===== config.mk =====
export PLATFORM = sky130hd
export DESIGN_NAME = lrgp_mul
export DESIGN_NICKNAME = d
export VERILOG_FILES = /design/src/hw/rtl/lrgp_pkg.sv /design/src/hw/rtl/lrgp_mul.sv
export SDC_FILE = /design/constraint.sdc
export NUM_CORES = 2
export LEC_CHECK = 0
export ABC_AREA = 1
export BUFFER_PORTS_ARGS = -buffer_cell sky130_fd_sc_hd__clkbuf_2
export CAP_MARGIN = 20
export CORE_MARGIN = 1
export CORE_UTILIZATION = 61
export CTS_BUF_LIST = sky130_fd_sc_hd__clkbuf_2 sky130_fd_sc_hd__clkbuf_4 sky130_fd_sc_hd__clkbuf_8
export DETAILED_ROUTE_END_ITERATION = 7
export HOLD_SLACK_MARGIN = 0.06
export PLACE_DENSITY = 0.84
export SLEW_MARGIN = 20
export SYNTH_ARGS = -nofsm -noshare
export SYNTH_HDL_FRONTEND = slang
export SYNTH_SLANG_ARGS = --single-unit

===== constraint.sdc =====
create_clock -name clk_i -period 7.3 [get_ports clk_i]
set_input_delay 0.365 -clock clk_i [delete_from_list [all_inputs] [get_ports clk_i]]
set_output_delay 0.365 -clock clk_i [all_outputs]
set_load 0.005 [all_outputs]

===== src/hw/rtl/lrgp_pkg.sv =====
`default_nettype none
package lrgp_pkg;

  localparam int unsigned MaxRod   = 64;
  localparam int unsigned HistAw   = $clog2(MaxRod);
  localparam int unsigned MaxSites = 4096;
  localparam int unsigned SiteW    = $clog2(MaxSites) + 1;
  localparam int unsigned DensW    = 17;
  localparam int unsigned LenW     = 7;
  localparam int unsigned N0W      = DensW + HistAw;
  localparam int unsigned TotW     = 48;
  localparam int unsigned MulW     = 33;
  localparam int unsigned ProdW    = 64;
  localparam int unsigned MuW      = 24;
  localparam int unsigned CfgIdxW  = 2;
  localparam logic [MulW-1:0] Ln2Q30 = 33'd744261118;
  localparam int unsigned OneQ16   = 65536;
  localparam int unsigned LogIters = 20;

  typedef enum logic [CfgIdxW-1:0] {
    REG_ROD_LENGTH     = 2'd0,
    REG_WALL_POS       = 2'd1,
    REG_LATTICE_LENGTH = 2'd2,
    REG_CHEM_POTENTIAL = 2'd3
  } cfg_reg_e;

  typedef enum logic [1:0] {
    JOB_Y1  = 2'd0,
    JOB_Y0  = 2'd1,
    JOB_RHO = 2'd2
  } job_e;

  typedef struct packed {
    logic              clr;
    logic              we;
    logic [HistAw-1:0] waddr;
    logic [DensW-1:0]  wdata;
    logic [HistAw-1:0] raddr;
  } hist_req_t;

  // Shift right with rounding half away from zero.
  function automatic logic signed [ProdW-1:0] rnd_shift(input logic signed [ProdW-1:0] v,
                                                         input int unsigned s);
    logic [ProdW-1:0] mag;
    mag = v[ProdW-1] ? (~v + 64'd1) : v;
    mag = (mag + (64'd1 << (s - 1))) >> s;
    return v[ProdW-1] ? $signed(~mag + 64'd1) : $signed(mag);
  endfunction

endpackage
`default_nettype wire


===== src/hw/rtl/lrgp_mul.sv =====
`default_nettype none
module lrgp_mul (
  input  wire                               clk_i,
  input  wire signed [lrgp_pkg::MulW-1:0]   a_i,
  input  wire signed [lrgp_pkg::MulW-1:0]   b_i,
  output logic signed [lrgp_pkg::ProdW-1:0] p_o
);
  import lrgp_pkg::*;

  logic signed [2*MulW-1:0] full;

  assign full = (2*MulW)'(a_i) * (2*MulW)'(b_i);

  always_ff @(posedge clk_i) begin
    p_o <= full[ProdW-1:0];
  end

endmodule
`default_nettype wire


-- Yosys cells after proc, flatten, opt, wreduce, memory -nomap -nowiden
Index checks and enable logic that the tools add are counted.
- $mul: 1
- operators by type and width (kind ; number):
    $mul 33x33->64 ; 1
- output and inout port bits: 64
- word-level logic and storage cells: 2
- flip-flop bits (word level): 64
- input port bits: 67

-- Logic depth before layout (Yosys ltp)
- depth after elaboration: 1
- depth in mapped cells: 32

-- Worst setup path after synthesis
Ideal clock, no wire load.
- kind: in2reg
- from: input a_i[32] (netlist bit)
- to: register p_o[50] (netlist bit)
- arrival: 7214 ps
- setup slack: -27 ps
- setup time: 113 ps
- data required time: 7187 ps
- stages: 26
- cells stage by stage: clkbuf_1 -> clkbuf_1 -> nand2_1 -> inv_1 -> fa_1 -> fa_1 -> fa_1 -> inv_1 -> fa_1 -> inv_1 -> fa_1 -> fa_1 -> fa_1 -> inv_1 -> fa_1 -> inv_1 -> ha_1 -> nand2_1 -> nor2_1 -> inv_1 -> nor3_2 -> nand2_1 -> nor3_2 -> nand2_1 -> nand4_1 -> nand2_1
- longest elaborated chain between the ends: 1
- RTL lines (element ; line ; text):
    start: declaration ; lrgp_mul.sv:4 ; input wire signed [lrgp_pkg::MulW-1:0] a_i,
    $mul 33x33->64 ; lrgp_mul.sv:12 ; assign full = (2*MulW)'(a_i) * (2*MulW)'(b_i);
    via full[50] ; lrgp_mul.sv:10 ; logic signed [2*MulW-1:0] full;
    end signal: assignment ; lrgp_mul.sv:15 ; p_o <= full[ProdW-1:0];
    end: declaration ; lrgp_mul.sv:6 ; output logic signed [lrgp_pkg::ProdW-1:0] p_o
The timed path passes the listed nets, and every way through them passes these cells.

-- Worst setup path after layout
- from: input b_i[1] (netlist bit)
- to: register p_o[30] (netlist bit)
- longest elaborated chain between the ends: 1
- RTL lines (element ; line ; text):
    start: declaration ; lrgp_mul.sv:5 ; input wire signed [lrgp_pkg::MulW-1:0] b_i,
    $mul 33x33->64 ; lrgp_mul.sv:12 ;
    via full[30] ; lrgp_mul.sv:10 ;
The timed path passes the listed nets, and every way through them passes these cells.

==> results by group <==
Synthesis
  • Gate count of the mapped netlist: 5349
  • Yosys top cell area share: 0.536
  • Synthesized area per cell: 7.86 µm²
  • Syn Nets: 6753
  • Area leader, netlist: fa_1
  • Register area share after synthesis: 0.0305
  • Top post-synthesis cells by area: fa_1 54%, inv_1 16%, nand2_1 13%
  • Number of synthesized register bits: 64
  • Distinct cells, synth: 32
  • Synth Cell Area: 42000 µm²
  • Ys Warns: 0

Floorplan
  • Starting density of the core: 0.622
  • Die ar.: 70000 µm²
  • Total I/O pin count: 131
  • CORE AREA: 67600 µm²
  • Floorplan row count: 95
  • Die W: 265 µm
  • Die height: 265 µm

Worst setup path
  • Worst path required time: 7.57 ns
  • Crit path max fanout: 13
  • Critical path's top delay family: adder cells
  • CP max stage delay: 0.57 ns
  • CP bufs+invs: 11
  • Cell repeated most along the worst path: fa_1
  • CP arrival: 7.33 ns
  • Critical path type: input port to flip-flop
  • Slowest cell on the critical path: fa_1
  • CP Capture Type: flip-flop
  • Startpoint types: input port

STA
  • Achievable Freq: 142 MHz
  • Final setup vio count: 0
  • Slew HR: 0.553
  • Final Hold Slack: 0.693 ns
  • Fin. Hold Viols: 0
  • Min setup slack post-route: 0.236 ns
  • Worst Tran Pin Value: 0.669 ns
  • Max Slew Vio Count: 0
  • Crit path time final: 7.06 ns
  • Tcrit/Tclk final: 0.968
  • RSZ-0062 raised after global routing: no

GRT
  • Antenna violations before repair: 13
  • First-pass GRT wire length: 193000 µm
  • All-Layer GR Usage: 0.356
  • Vias in the first global route: 37.4k
  • Pin count of the biggest net entering global routing: 34
  • Global route overflow: 0

Detailed routing
  • Routed vias: 34.0k
  • Routed wl met2: 55000 µm
  • Drt wl/cell: 18.3 µm
  • Antenna Violating Nets Remaining: 0
  • Met3 Routed Length: 12400 µm
  • Post-Route M1 WL: 44300 µm
  • DR vias/cell: 5.33
  • Final wirelength: 117000 µm
  • Drt initial violations: 3131
  • Residual DRC: 0
  • Top Layer Used: met5
  • Drt pass-1 iters: 7

Clock network
  • CTS tree: yes
  • Hold buffer count at CTS: 0
  • CTS buffer count: 9
  • CTS Buffer Depth: 2
  • H-tree levels: 3
  • CTS Sinks: 64
  • Root Driver: clkbuf_8
  • Reg clk slew, reported paths: 0.08 ns

Run status
  • Status: finished clean

Final layout
  • Layout Nets: 6899
  • Layout cells sized above 1: 0.0853
  • Most frequent cells in the layout: 1799 x inv_1, 1431 x nand2_1, 1124 x fa_1
  • Area occupied by multi-input gates: 33000 µm²
  • Final instance area: 45500 µm²
  • Final Core Density: 0.673
  • Sequential cell area: 1280 µm²
  • Layout area overhead: 8.22%
  • # fillers: 5286
  • Biggest regs: p_o (64)
  • Largest reg by FF count: p_o
  • Max reg flops: 64
  • Most common cell after layout, fill and taps aside: inv_1

Place
  • Placed Area: 45300 µm²
  • Hpwl dp: 104000 µm
  • PortBufs: 130
  • Gp weighted congestion: 1.01
  • Place WS: -0.107 ns

Job
  • Max-cap violations: 0

Hold path
  • Worst hold path type: input port to flip-flop
layer usage:
| metal | track usage | up-vias |
|---|---|---|
| li1 | - | 14815 |
| met1 | 0.474 | 16885 |
| met2 | 0.581 | 1889 |
| met3 | 0.0683 | 384 |
| met4 | 0.137 | 14 |
| met5 | 0 | - |
path summary, 6_finish.rpt:
| path | from | to | slack (ns) | depth (start not counted) |
|---|---|---|---|---|
| worst max-delay path | b_i[1] | p_o[30]$_DFF_P_ | 0.24 | 28 |
| worst min-delay path | a_i[0] | p_o[0]$_DFF_P_ | 0.69 | 4 |
area by class of cell:
| class | count | area share |
|---|---|---|
| multi-input combinational | 3222 | 0.726 |
| clock inverter | 3 | 0.000935 |
| tap | 873 | 0.0240 |
| inverter | 1800 | 0.149 |
| antenna | 6 | 0.000330 |
| sequential | 64 | 0.0282 |
| clock buffer | 13 | 0.00338 |
| timing repair buffer | 398 | 0.0690 |
stage by stage:
stage          TNS [ns]  cells
2_1_floorplan         0   5349
3_3_place_gp    -0.0883   6357
3_5_place_dp     -0.187   6357
4_1_cts               0   6373
5_1_grt               0   6377
6_report              0   6379
Yosys cell counts:
cell type,instances
xor2_1,31
nand2_4,1
nand3_1,66
nand4_1,20
and3_1,1
nand2_1,1431
o21ai_0,35
buf_2,2
or2_2,6
xnor2_1,5
a21oi_2,1
o21bai_1,18
dfxtp_1,64
o21ai_2,1
nor4_2,1
o21a_1,1
nor2_1,129
nor3_2,4
clkinv_1,1
nand3b_1,2
o21ai_1,7
nor2_4,2
nor2_2,17
a21o_1,5
nand3_2,6
nor3_1,6
a21oi_1,75
ha_1,212
inv_1,1799
fa_1,1125
nand2_2,14
clkbuf_1,261
cells by family (layout without fill, tap and decap cells):
group | Yosys count | count (layout) | share of synthesized area
compound gates | 143 | 143 | 0.0186
xor+xnor | 36 | 36 | 0.00750
fa+ha+maj | 1337 | 1337 | 0.599
buf+inv | 2063 | 2214 | 0.184
flops | 64 | 64 | 0.0305
other cells | 0 | 6 | 0
simple gates | 1706 | 1706 | 0.160
timing repair:
item,4_1_cts,5_1_grt
buffers inserted,0,0
setup endpoints to repair,0,1
gates resized for setup,0,2
Power is not shown: default switching activity piles up to over one toggle a cycle in this logic, so the estimate is an artifact.
